## src/hdl/bsfe_pkg.sv

```systemverilog
`timescale 1ns / 1ps

package bsfe_pkg;

  // line codes
  localparam logic [7:0] FlagByte = 8'h7E;
  localparam logic [7:0] EscByte  = 8'h7D;
  localparam logic [7:0] EscXor   = 8'h20;

  // fixed slot layout of one run of line bytes
  localparam int unsigned NumSlots   = 6;
  localparam int unsigned SlotOpen   = 0;
  localparam int unsigned SlotPayEsc = 1;
  localparam int unsigned SlotPay    = 2;
  localparam int unsigned SlotChkEsc = 3;
  localparam int unsigned SlotChk    = 4;
  localparam int unsigned SlotClose  = 5;

  // all line bytes caused by one payload beat, present slots marked in mask
  typedef struct packed {
    logic [NumSlots-1:0]      mask;
    logic [NumSlots-1:0][7:0] slot_byte;
  } run_t;

  // byte needs an escape in front of it
  function automatic logic needs_esc(input logic [7:0] b);
    needs_esc = (b == FlagByte) || (b == EscByte);
  endfunction

  // byte as sent after an escape (or unchanged)
  function automatic logic [7:0] esc_value(input logic [7:0] b);
    esc_value = needs_esc(b) ? (b ^ EscXor) : b;
  endfunction

endpackage

```

## src/hdl/bsfe_in_if.sv

```systemverilog
`timescale 1ns / 1ps

interface bsfe_in_if;
  logic       valid;
  logic       ready;
  logic [7:0] payload_byte;
  logic       frame_first;
  logic       frame_last;

  modport source (output valid, output payload_byte, output frame_first,
                  output frame_last, input ready);
  modport sink (input valid, input payload_byte, input frame_first,
                input frame_last, output ready);
endinterface

```

## src/hdl/bsfe_out_if.sv

```systemverilog
`timescale 1ns / 1ps

interface bsfe_out_if;
  logic       valid;
  logic       ready;
  logic [7:0] line_byte;
  logic       run_last;
  logic       closing_flag;

  modport source (output valid, output line_byte, output run_last,
                  output closing_flag, input ready);
  modport sink (input valid, input line_byte, input run_last,
                input closing_flag, output ready);
endinterface

```

## src/hdl/bsfe_run_build.sv

```systemverilog
`timescale 1ns / 1ps

module bsfe_run_build (
  input  logic          clk_i,
  input  logic          rst_ni,
  bsfe_in_if.sink       in_i,
  input  logic          run_take_i,
  output logic          run_valid_o,
  output bsfe_pkg::run_t run_o
);

  logic           run_valid_q, run_valid_d;
  bsfe_pkg::run_t run_q, run_d;
  logic [7:0]     check_q, check_d;
  logic [7:0]     check_new;
  logic           accept;

  assign in_i.ready  = !run_valid_q || run_take_i;
  assign accept      = in_i.valid && in_i.ready;
  assign run_valid_o = run_valid_q;
  assign run_o       = run_q;

  // running check, restarted by a first beat
  assign check_new = (in_i.frame_first ? 8'h00 : check_q) ^ in_i.payload_byte;

  // lay out the run of line bytes for this beat
  always_comb begin
    run_d.mask = '0;
    run_d.slot_byte = '0;
    run_d.mask[bsfe_pkg::SlotOpen]        = in_i.frame_first;
    run_d.slot_byte[bsfe_pkg::SlotOpen]   = bsfe_pkg::FlagByte;
    run_d.mask[bsfe_pkg::SlotPayEsc]      = bsfe_pkg::needs_esc(in_i.payload_byte);
    run_d.slot_byte[bsfe_pkg::SlotPayEsc] = bsfe_pkg::EscByte;
    run_d.mask[bsfe_pkg::SlotPay]         = 1'b1;
    run_d.slot_byte[bsfe_pkg::SlotPay]    = bsfe_pkg::esc_value(in_i.payload_byte);
    run_d.mask[bsfe_pkg::SlotChkEsc]      = in_i.frame_last && bsfe_pkg::needs_esc(check_new);
    run_d.slot_byte[bsfe_pkg::SlotChkEsc] = bsfe_pkg::EscByte;
    run_d.mask[bsfe_pkg::SlotChk]         = in_i.frame_last;
    run_d.slot_byte[bsfe_pkg::SlotChk]    = bsfe_pkg::esc_value(check_new);
    run_d.mask[bsfe_pkg::SlotClose]       = in_i.frame_last;
    run_d.slot_byte[bsfe_pkg::SlotClose]  = bsfe_pkg::FlagByte;
  end

  // holding stage control and check state
  always_comb begin
    run_valid_d = run_valid_q;
    check_d     = check_q;
    if (accept) begin
      run_valid_d = 1'b1;
      check_d     = in_i.frame_last ? 8'h00 : check_new;
    end else if (run_take_i) begin
      run_valid_d = 1'b0;
    end
  end

  always_ff @(posedge clk_i or negedge rst_ni) begin
    if (!rst_ni) begin
      run_valid_q <= 1'b0;
      check_q     <= 8'h00;
    end else begin
      run_valid_q <= run_valid_d;
      check_q     <= check_d;
    end
  end

  // payload register
  always_ff @(posedge clk_i) begin
    if (accept) begin
      run_q <= run_d;
    end
  end

  // check restarts after every frame end
  a_check_clear: assert property (@(posedge clk_i) disable iff (!rst_ni)
    (accept && in_i.frame_last) |=> (check_q == 8'h00))
    else $error("check byte not cleared after frame end");

  // a held run always carries its payload byte
  a_run_has_payload: assert property (@(posedge clk_i) disable iff (!rst_ni)
    run_valid_q |-> run_q.mask[bsfe_pkg::SlotPay])
    else $error("held run lacks payload slot");

  // a full holding register that is not drained refuses new beats
  a_full_blocks: assert property (@(posedge clk_i) disable iff (!rst_ni)
    (run_valid_q && !run_take_i) |-> !in_i.ready)
    else $error("beat accepted over a held run");

endmodule

```

## src/hdl/bsfe_serial.sv

```systemverilog
`timescale 1ns / 1ps

module bsfe_serial (
  input  logic           clk_i,
  input  logic           rst_ni,
  input  logic           run_valid_i,
  input  bsfe_pkg::run_t run_i,
  output logic           run_take_o,
  bsfe_out_if.source     out_o
);

  logic [bsfe_pkg::NumSlots-1:0]      mask_q, mask_d;
  logic [bsfe_pkg::NumSlots-1:0][7:0] bytes_q;
  logic [bsfe_pkg::NumSlots-1:0]      cur_onehot;
  logic [bsfe_pkg::NumSlots-1:0]      rest;
  logic [7:0]                         sel_byte;
  logic                               take_out;
  logic                               done;

  // lowest pending slot goes out next
  assign cur_onehot = mask_q & (~mask_q + bsfe_pkg::NumSlots'(1));
  assign rest       = mask_q & ~cur_onehot;

  always_comb begin
    sel_byte = 8'h00;
    for (int i = 0; i < bsfe_pkg::NumSlots; i++) begin
      sel_byte = sel_byte | (bytes_q[i] & {8{cur_onehot[i]}});
    end
  end

  assign out_o.valid        = |mask_q;
  assign out_o.line_byte    = sel_byte;
  assign out_o.run_last     = (rest == '0);
  assign out_o.closing_flag = cur_onehot[bsfe_pkg::SlotClose];

  // load the next run once the current one has drained
  assign take_out   = out_o.valid && out_o.ready;
  assign done       = take_out && (rest == '0);
  assign run_take_o = run_valid_i && (!out_o.valid || done);

  always_comb begin
    mask_d = mask_q;
    if (run_take_o) begin
      mask_d = run_i.mask;
    end else if (take_out) begin
      mask_d = rest;
    end
  end

  always_ff @(posedge clk_i or negedge rst_ni) begin
    if (!rst_ni) begin
      mask_q <= '0;
    end else begin
      mask_q <= mask_d;
    end
  end

  always_ff @(posedge clk_i) begin
    if (run_take_o) begin
      bytes_q <= run_i.slot_byte;
    end
  end

  // closing flag is always the end of its run
  a_close_is_last: assert property (@(posedge clk_i) disable iff (!rst_ni)
    (out_o.valid && out_o.closing_flag) |-> out_o.run_last)
    else $error("closing flag not last of its run");

  // a stalled beat keeps the pending slots
  a_stall_holds: assert property (@(posedge clk_i) disable iff (!rst_ni)
    (out_o.valid && !out_o.ready) |=> $stable(mask_q))
    else $error("pending slots changed under stall");

  // no run is loaded while bytes of the current one remain
  a_no_overrun: assert property (@(posedge clk_i) disable iff (!rst_ni)
    run_take_o |-> (!out_o.valid || (take_out && out_o.run_last)))
    else $error("run loaded over a pending run");

endmodule

```

## src/hdl/byte_stuffing_frame_encoder_top.sv

```systemverilog
`timescale 1ns / 1ps

// Byte-stuffing frame encoder with XOR check byte.
// in_i carries one payload byte per beat with frame_first / frame_last marks;
// out_o carries one line byte per beat. A first byte is preceded by a 0x7E
// flag, 0x7E and 0x7D are sent as 0x7D then byte ^ 0x20, and after a last
// byte the stuffed XOR check byte and a closing 0x7E flag follow.
// run_last marks the final line byte caused by one payload beat, and
// closing_flag marks the closing flag of a frame.
// A beat is registered in the holding register and then loaded into the
// serialiser's slot register, from which its first line byte goes out on
// out_o. One payload beat yields one to six line bytes, one per cycle while
// out_o.ready is high, so throughput is set by the output serialiser: one
// payload beat per cycle for plain bytes, lower for escaped bytes and frame
// ends, which yield more line bytes. A holding register in front of the
// serialiser takes the next beat while the current run drains.
// Reset clears the check byte and empties both stages.
// When out_o.ready is low the current line byte holds; once the holding
// register is also full, in_i.ready drops.
module byte_stuffing_frame_encoder_top (
  input  logic       clk_i,
  input  logic       rst_ni,
  bsfe_in_if.sink    in_i,
  bsfe_out_if.source out_o
);

  logic           run_valid;
  logic           run_take;
  bsfe_pkg::run_t run;

  bsfe_run_build u_run_build (
    .clk_i       (clk_i),
    .rst_ni      (rst_ni),
    .in_i        (in_i),
    .run_take_i  (run_take),
    .run_valid_o (run_valid),
    .run_o       (run)
  );

  bsfe_serial u_serial (
    .clk_i       (clk_i),
    .rst_ni      (rst_ni),
    .run_valid_i (run_valid),
    .run_i       (run),
    .run_take_o  (run_take),
    .out_o       (out_o)
  );

endmodule
```

## src/flat_wrapper.sv

```systemverilog
// flat-port wrapper written by rule: the top's interface ports become plain ports
module byte_stuffing_frame_encoder_top_flat 
  (clk_i, rst_ni, in_i_valid, in_i_payload_byte, in_i_frame_first, in_i_frame_last, in_i_ready, out_o_valid, out_o_line_byte, out_o_run_last, out_o_closing_flag, out_o_ready);
  bsfe_in_if in_i_i ();
  bsfe_out_if out_o_i ();
  input  logic clk_i;
  input  logic rst_ni;
  input wire logic [$bits(in_i_i.valid)-1:0] in_i_valid;
  input wire logic [$bits(in_i_i.payload_byte)-1:0] in_i_payload_byte;
  input wire logic [$bits(in_i_i.frame_first)-1:0] in_i_frame_first;
  input wire logic [$bits(in_i_i.frame_last)-1:0] in_i_frame_last;
  output wire logic [$bits(in_i_i.ready)-1:0] in_i_ready;
  output wire logic [$bits(out_o_i.valid)-1:0] out_o_valid;
  output wire logic [$bits(out_o_i.line_byte)-1:0] out_o_line_byte;
  output wire logic [$bits(out_o_i.run_last)-1:0] out_o_run_last;
  output wire logic [$bits(out_o_i.closing_flag)-1:0] out_o_closing_flag;
  input wire logic [$bits(out_o_i.ready)-1:0] out_o_ready;
  assign in_i_i.valid = in_i_valid;
  assign in_i_i.payload_byte = in_i_payload_byte;
  assign in_i_i.frame_first = in_i_frame_first;
  assign in_i_i.frame_last = in_i_frame_last;
  assign in_i_ready = in_i_i.ready;
  assign out_o_valid = out_o_i.valid;
  assign out_o_line_byte = out_o_i.line_byte;
  assign out_o_run_last = out_o_i.run_last;
  assign out_o_closing_flag = out_o_i.closing_flag;
  assign out_o_i.ready = out_o_ready;
  byte_stuffing_frame_encoder_top u_core (.clk_i(clk_i), .rst_ni(rst_ni), .in_i(in_i_i), .out_o(out_o_i));
endmodule
```

## config.mk

```make
export PLATFORM = sky130hd
export DESIGN_NAME = byte_stuffing_frame_encoder_top_flat
export DESIGN_NICKNAME = d
export VERILOG_FILES = /design/src/hdl/bsfe_pkg.sv /design/src/hdl/bsfe_in_if.sv /design/src/hdl/bsfe_out_if.sv /design/src/hdl/bsfe_run_build.sv /design/src/hdl/bsfe_serial.sv /design/src/hdl/byte_stuffing_frame_encoder_top.sv /design/src/flat_wrapper.sv
export SDC_FILE = /design/constraint.sdc
export NUM_CORES = 1
export LEC_CHECK = 0
export BUFFER_PORTS_ARGS = -buffer_cell sky130_fd_sc_hd__buf_2
export CAP_MARGIN = 40
export CORE_AREA = 5 5 85 67
export CTS_CLUSTER_SIZE = 40
export DETAILED_ROUTE_END_ITERATION = 6
export DIE_AREA = 0 0 90 72
export PLACE_DENSITY_LB_ADDON = 0.3
export SYNTH_ARGS = -nofsm -noshare
export SYNTH_HDL_FRONTEND = slang
export SYNTH_SLANG_ARGS = --single-unit
```

## constraint.sdc

```tcl
create_clock -name clk_i -period 4.67 [get_ports clk_i]
set_input_delay 0.934 -clock clk_i [delete_from_list [all_inputs] [get_ports clk_i]]
set_output_delay 0.934 -clock clk_i [all_outputs]
set_load 0.05 [all_outputs]
```

==> key figures, run 1 <==
Status
  – Status: finished, final reports clean

Synthesis
  – Area contributors post-synth: edfxtp_1 47%, dfrtp_1 16%, nor2_1 3.4%, xnor2_1 3.4%, nand2_1 2.8%
  – Yosys warns: 0
  – Post-synth EDFFs: 36
  – Mapped Cells: about 190
  – Asr flop ratio synth: between 20 and 30%
  – Post-synth top flop: edfxtp_1
  – Share of the synthesized area in the top cell type: 47.0%
  – Cell taking the most area after synthesis: edfxtp_1
  – Most numerous cell in the Yosys netlist: edfxtp_1
  – Count of cell types in the netlist: 41
  – Syn Nets: between 200 and 250
  – Post-Syn Area: between 0.002 and 0.0025 sq mm
  – Avg Cell Area, Syn: 12.3 sq um
  – Post-synthesis sequential area ratio: between 60% and 70%
  – FF+latch count, synth: approximately 50
  – Most frequent cells after synthesis: 36 x edfxtp_1, 21 x nor2_1, 17 x nand2_1, 15 x dfrtp_1, 14 x inv_1

Floorplan
  – Initial core utilization: between 40 and 50%
  – IO Count: 26
  – # rows: 22
  – Chip width: 90 um
  – Die height: slightly above 70 um
  – Core area: 0.00476 sq mm
  – Die Area: 0.00648 sq mm

Power
  – Clk pwr share: approximately 16%
  – Cell Pwr Density: 760 mW/mm^2
  – Pwr Total: 1990 uW
  – Net Sw Power: between 800 and 900 uW
  – Flop pwr share: 41.7%
  – Pleak: a little over 0.001 uW
  – Sw Share: about 43%
  – Peak supply drop: around 440 uV
  – Int Pwr: about 1100 uW
  – Comb pwr share: between 40% and 50%

Setup path
  – Max stage delay cell, worst path: dfrtp_1
  – WP buf/inv: 1
  – Worst EP required: between 3000 and 4000 ps
  – CP dominant cell by count: nor2_1
  – CP endpoint kind: primary output
  – Setup CP Type: register to primary output
  – Worst-path maximum fanout: 6
  – Crit path launch type: register
  – Slowest Stage Delay on Critical Path: approximately 450 ps
  – Arr. time, crit path: slightly below 2000 ps
  – Critical path cell sequence: nor2_1 > nand2_1 > nor2_1 > a21oi_1 > buf_2
  – CP top delay family: simple AND/OR/NAND/NOR gates

STA
  – Unrepaired setup endpoints after global routing: no
  – Final setup violation count: 0
  – Maximum clock rate: ~340 MHz
  – Worst slew pin tran: between 500 and 600 ps
  – Fin crit share: 62.5%
  – Final number of hold-violating endpoints: 0
  – Total negative setup slack: 0 ps
  – Slew headroom: 64.1%
  – Slew Limit Fails: 0
  – Final clock skew: roughly 11 ps
  – Period minus WS final: 2920 ps

Final layout
  – NumNets Final: about 230
  – Number of fill cells: 418
  – Share of layout cells above drive strength 1: between 10% and 20%
  – Antenna cells: 0
  – Layout area overhead: 14.0%

Routing
  – Residual DRC: 0
  – Vias per cell: around 5.3
  – Remaining antenna violation count after routing: 0
  – DRT iter0 DRCs: 58
  – Avg WL per Cell: approximately 15 um
  – DR pass1 iterations: 4
  – Via Count: 1,472
  – Routed wire length: 4.20 mm

Clock network
  – Post-CTS sizing: 0
  – Post-CTS Setup Inserts: 0
  – Clock Latency Late Sink: around 300 ps
  – Worst-path clk slew: 90 ps
  – Num CTS Buffers: 5
  – CTS tree: done
  – H-tree depth: 2
  – Longest Clk Path Bufs: 2
  – Clock tree root driver cell: clkbuf_8
  – CTS Hold Bufs: 0
  – Clk sinks: between 50 and 60

GRT
  – First-pass GRT wire length: between 7 and 8 mm
  – Largest net degree at the start of global routing: 25
  – Initial antenna violation count: 0
  – Vias in the first global route: 1,422
  – GR Overflow Total: 0
  – Global Route Usage Sum: roughly 14%

Place
  – GPL Wtd Cong: roughly 0.85
  – Post-DP HPWL: approximately 3.0 mm
  – IO buf count: 25

Min path
  – Worst hold path type: register to register

Job
  – Max Cap Viol: 0
## power groups by stage
stage,logic [uW],clock network (uW),registers [uW]
finish,851,311,832
global route,929,344,853
CTS,860,320,831
detailed placement,858,0,841
global placement,820,0,833
floorplan,688,0,790
## metal layers
metal	vias up	global-route usage, %	part of all wire (%)
met3	9	4.25	6.0
met2	43	22.1	45
li1	729	-	-
met4	0	6.28	1.8
met5	-	0	0
met1	691	18.5	48
## cell type report
cell class                 instances  area, sq um  area share [%]
inverter                          14         52.6            2.00
clock buffer                       6         82.6            3.15
sequential                        51         1460            55.6
clock inverter                     2         35.0            1.34
multi-input combinational        118          759            29.0
tap                               60         75.1            2.86
timing repair buffer              27          160            6.11
## cell usage in the layout, fill, tap and decap left out, drive strengths merged, types with 6 or more instances in the layout
master  instances
dfrtp          15
nand2          17
edfxtp         36
nor2           21
a21oi           8
o21ai           9
clkbuf          6
buf            27
xnor2           9
inv            14
nor2b           8
## worst register-to-register path, delay by kind of cell (launching register included)
| family | cells | cell delay [ps] |
|---|---|---|
| flip-flops | 1 | 580 |
| buffers and inverters | 1 | 220 |
| AO/OA/AOI/OAI | 3 | 1080 |
| multiplexers | 1 | 350 |
## metrics by stage
step	setup slack (ps)	utilization [%]	cell area [sq um]	hold WS (ps)	cells
2_1_floorplan	1810	-	2300	400	187
3_3_place_gp	1850	52.0	2480	402	269
3_5_place_dp	1910	52.6	2500	405	270
4_1_cts	1750	55.0	2620	418	278
5_1_grt	1580	55.0	2620	429	278
6_report	1750	55.0	2620	413	278
## worst paths after layout
kind,endpoint,slack (ps),from,cells after the start
setup / recovery,out_o_line_byte[5],1750,u_core.u_serial.mask_q[1]$_DFFE_PN0P_,5
hold / removal,u_core.u_serial.bytes_q[17]$_DFFE_PP_,410,u_core.u_run_build.run_o[17]$_DFFE_PP_,0
setup reg to reg,u_core.u_run_build.check_q[0]$_DFFE_PN0P_,2320,u_core.u_serial.mask_q[4]$_DFFE_PN0P_,5
hold reg to reg,u_core.u_serial.bytes_q[17]$_DFFE_PP_,410,u_core.u_run_build.run_o[17]$_DFFE_PP_,0
max in group asynchronous,u_core.u_run_build.check_q[4]$_DFFE_PN0P_,3840,rst_ni,1
min in group asynchronous,u_core.u_serial.mask_q[5]$_DFFE_PN0P_,540,rst_ni,1
## cells by family after synthesis
kind of cell	count (synthesis)	synth area share [%]
compound gates	37	11.9
xor+xnor	11	4.19
buf+inv	18	3.59
flops	51	63.4
mux	6	2.83
simple gates	64	14.1
## flip-flops by register name (all words and copies together) (netlist names)
signal                          flops
u_core.u_run_build.check_q          8
u_core.u_serial.mask_q              6
u_core.u_run_build.run_o           20
u_core.u_serial.bytes_q            16
u_core.u_run_build.run_valid_o      1
Note: power is estimated with default switching activity, not from simulation.
==> run 2, diff against run 1 <==
--- a/config.mk
+++ b/config.mk
@@ -5,12 +5,13 @@
 export SDC_FILE = /design/constraint.sdc
 export NUM_CORES = 1
 export LEC_CHECK = 0
+export ABC_AREA = 1
 export BUFFER_PORTS_ARGS = -buffer_cell sky130_fd_sc_hd__buf_2
 export CAP_MARGIN = 40
-export CORE_AREA = 5 5 85 67
+export CORE_AREA = 5 5 83 66
 export CTS_CLUSTER_SIZE = 40
 export DETAILED_ROUTE_END_ITERATION = 6
-export DIE_AREA = 0 0 90 72
+export DIE_AREA = 0 0 88 71
 export PLACE_DENSITY_LB_ADDON = 0.3
 export SYNTH_ARGS = -nofsm -noshare
 export SYNTH_HDL_FRONTEND = slang
==> constraint.sdc (replaced) <==
create_clock -name clk_i -period 2.95 [get_ports clk_i]
set_input_delay 0.59 -clock clk_i [delete_from_list [all_inputs] [get_ports clk_i]]
set_output_delay 0.59 -clock clk_i [all_outputs]
set_load 0.05 [all_outputs]
==> key figures, run 2 <==
Status
  – Status: finished, final reports clean

Synthesis
  – Avg Cell Area, Syn: around 11 sq um
  – Post-synthesis sequential area ratio: between 60% and 70%
  – Post-Syn Area: between 0.002 and 0.0025 sq mm
  – Post-synth EDFFs: 36
  – Yosys warns: 0
  – Mapped Cells: between 150 and 200
  – Asr flop ratio synth: 29.4%
  – Count of cell types in the netlist: 24
  – Cell taking the most area after synthesis: edfxtp_1
  – Most numerous cell in the Yosys netlist: nand2_1
  – Post-synth top flop: edfxtp_1
  – Share of the synthesized area in the top cell type: between 40% and 50%
  – Most frequent cells after synthesis: 54 x nand2_1, 36 x edfxtp_1, 20 x inv_1, 15 x dfrtp_1, 12 x nor2_1
  – Area contributors post-synth: edfxtp_1 49%, dfrtp_1 17%, nand2_1 9.2%, inv_1 3.4%, o21ai_2 3.2%
  – Syn Nets: 212
  – FF+latch count, synth: 51

Routing
  – Avg WL per Cell: about 13 um
  – DR pass1 iterations: 4
  – Vias per cell: around 4.7
  – Via Count: ~1,400
  – Residual DRC: 0
  – Routed wire length: roughly 3.8 mm
  – DRT iter0 DRCs: 57
  – Remaining antenna violation count after routing: 0

Floorplan
  – Chip width: roughly 90 um
  – Die Area: between 0.006 and 0.007 sq mm
  – Initial core utilization: approximately 47%
  – IO Count: 26
  – Core area: 0.00465 sq mm
  – Die height: about 71 um
  – # rows: 22

STA
  – Slew Limit Fails: 0
  – Unrepaired setup endpoints after global routing: no
  – Slew headroom: 52.4%
  – Worst setup margin: about 450 ps
  – Final clock skew: 6.33 ps
  – Total negative setup slack: 0 ps
  – Hold slack: between 200 and 250 ps
  – Final setup violation count: 0
  – Fin crit share: a little over four fifths
  – Period minus WS final: between 2000 and 2500 ps
  – Worst slew pin tran: between 700 and 800 ps
  – Maximum clock rate: 400 MHz
  – Final number of hold-violating endpoints: 0

GRT
  – GR met1 Demand/Resource: 20.1%
  – M2 GR Usage: between 15 and 20%
  – GR Overflow Total: 0
  – GR Layer Usage met3: 4.07%
  – Top Usage Layer GRT: met1
  – Largest net degree at the start of global routing: 21
  – First-pass GRT wire length: between 6 and 7 mm
  – Vias in the first global route: 1,300
  – Initial antenna violation count: 0
  – Global Route Usage Sum: between 10% and 20%

Final layout
  – NumNets Final: between 200 and 250
  – Layout Cells excl Fill: 290
  – Share of layout cells above drive strength 1: 21.3%
  – Layout area overhead: 12.3%
  – Commonest non-fill, non-tap cell in the layout: nand2_1
  – Largest register FFs: 20
  – Antenna cells: 0
  – Most frequent cells in the layout: 54 x nand2_1, 36 x edfxtp_1, 25 x buf_2

Power
  – Comb pwr share: 42.1%
  – Cell Pwr Density: approximately 1100 mW/mm^2
  – Clk pwr share: between 10% and 20%
  – Flop pwr share: roughly 44%
  – Pwr Total: approximately 2800 uW
  – Sw Share: ~44%
  – Int Pwr: around 1500 uW
  – Net Sw Power: 1210 uW
  – Pleak: between 0.001 and 0.0015 uW
  – Peak supply drop: 514 uV

Clock network
  – Clock tree root driver cell: clkbuf_8
  – Clock Latency Late Sink: about 290 ps
  – CTS Hold Bufs: 0
  – Clk sinks: between 50 and 60
  – CTS tree: done
  – Post-CTS Setup Inserts: 0
  – Num CTS Buffers: 5
  – H-tree depth: 2
  – Worst-path clk slew: 80 ps
  – Post-CTS sizing: 0
  – Longest Clk Path Bufs: 2

Setup path
  – Arr. time, crit path: roughly 1900 ps
  – Setup crit start: u_core.u_serial.mask_q[0]$_DFFE_PN0P_
  – CP endpoint kind: primary output
  – Crit path launch type: register
  – Setup CP Type: register to primary output
  – Max stage delay cell, worst path: dfrtp_1
  – Critical path cell sequence: nor2_4 > inv_1 > nor2_1 > inv_1 > o21ai_0 > nand3_1 > buf_2
  – CP top delay family: simple AND/OR/NAND/NOR gates
  – Worst R2R End: u_core.u_run_build.run_o[39]$_DFFE_PP_
  – Worst EP required: ~2400 ps
  – Slowest Stage Delay on Critical Path: between 400 and 500 ps
  – CP dominant cell by count: inv_1
  – R2r startpoint: u_core.u_serial.mask_q[0]$_DFFE_PN0P_
  – Reg2reg path depth: 7
  – R2R setup slack: about 670 ps
  – Critical path depth: 7
  – CP Capture Point: out_o_line_byte[4]
  – Worst-path maximum fanout: 7
  – WP buf/inv: 3

Place
  – Dpl cells: between 200 and 300
  – Post-DP HPWL: between 2 and 3 mm
  – Pre-CTS WS: 662 ps
  – GPL Wtd Cong: slightly below 0.8
  – IO buf count: 25

Job
  – Max Cap Viol: 0

Min path
  – Worst hold path type: input pin to asynchronous set/reset pin
-- run 2: changes by cell type after synthesis, sizes merged, moves of 6 or more --
cell   before  now
inv        14   21
nand2      17   57
nand3       3   14
nor2       21   13
nor2b       8    0
o21ai       9   15
xnor2       9    0
xor2        2    8
-- run 2: worst min path at each step --
stage                                           endpoint  slack (ps)  depth (start not counted)                                    from
4_1_cts            u_core.u_serial.mask_q[5]$_DFFE_PN0P_         200                          1                                  rst_ni
2_1_floorplan  u_core.u_run_build.check_q[0]$_DFFE_PN0P_         290                          0                                  rst_ni
6_report       u_core.u_run_build.check_q[2]$_DFFE_PN0P_         200                          1                                  rst_ni
3_3_place_gp       u_core.u_serial.bytes_q[17]$_DFFE_PP_         400                          0  u_core.u_run_build.run_o[17]$_DFFE_PP_
5_1_grt        u_core.u_run_build.check_q[2]$_DFFE_PN0P_         220                          1                                  rst_ni
3_5_place_dp       u_core.u_serial.bytes_q[19]$_DFFE_PP_         400                          0  u_core.u_run_build.run_o[19]$_DFFE_PP_
-- run 2: layout make-up --
class	instances	area, sq um
clock buffers	6	72.6
flip-flops and latches	51	1460
fillers	424	2180
inverters	22	82.6
clock inverters	2	8.76
multi-input cells	124	652
well taps	60	75.1
repair buffers	25	125
-- run 2: metal layers --
| layer | part of all wire (%) | wire length (um) | up-vias |
|---|---|---|---|
| met5 | 0 | 0 | - |
| met1 | 52 | 1950 | 614 |
| li1 | - | - | 732 |
| met2 | 44 | 1660 | 20 |
| met3 | 3.5 | 131 | 2 |
| met4 | 0.95 | 36 | 0 |
-- run 2: stage by stage --
stage | instance area (sq um) | util [%]
floorplan | 2200 | -
global placement | 2390 | 51.4
detailed placement | 2390 | 51.4
CTS | 2470 | 53.1
global route | 2470 | 53.1
finish | 2470 | 53.1
-- run 2: power groups by stage --
| stage | clock, uW | combinational, uW | sequential [uW] |
|---|---|---|---|
| floorplan | 0 | 947 | 1200 |
| global placement | 0 | 1150 | 1230 |
| detailed placement | 0 | 1170 | 1240 |
| CTS | 384 | 1170 | 1220 |
| global route | 416 | 1280 | 1250 |
| finish | 372 | 1160 | 1220 |
-- run 2: worst register-to-register path, cell delays in order, from the launching register on --
cell,delay [ps]
dfrtp_1,470
nor2_4,200
nand3_2,150
nand2_2,120
nand4_2,130
nand3_2,130
nand2_4,160
inv_1,570
-- run 2: cells by family (layout without fill, tap and decap cells) --
| group | Yosys count | count (layout) | synth area share, % |
|---|---|---|---|
| buffers and inverters | 23 | 55 | 4.26 |
| AOI/OAI and AO/OA | 25 | 25 | 7.56 |
| xor gates and xnor gates | 8 | 8 | 3.18 |
| and+or+nand+nor | 91 | 91 | 18.9 |
| DFF | 51 | 51 | 66.1 |
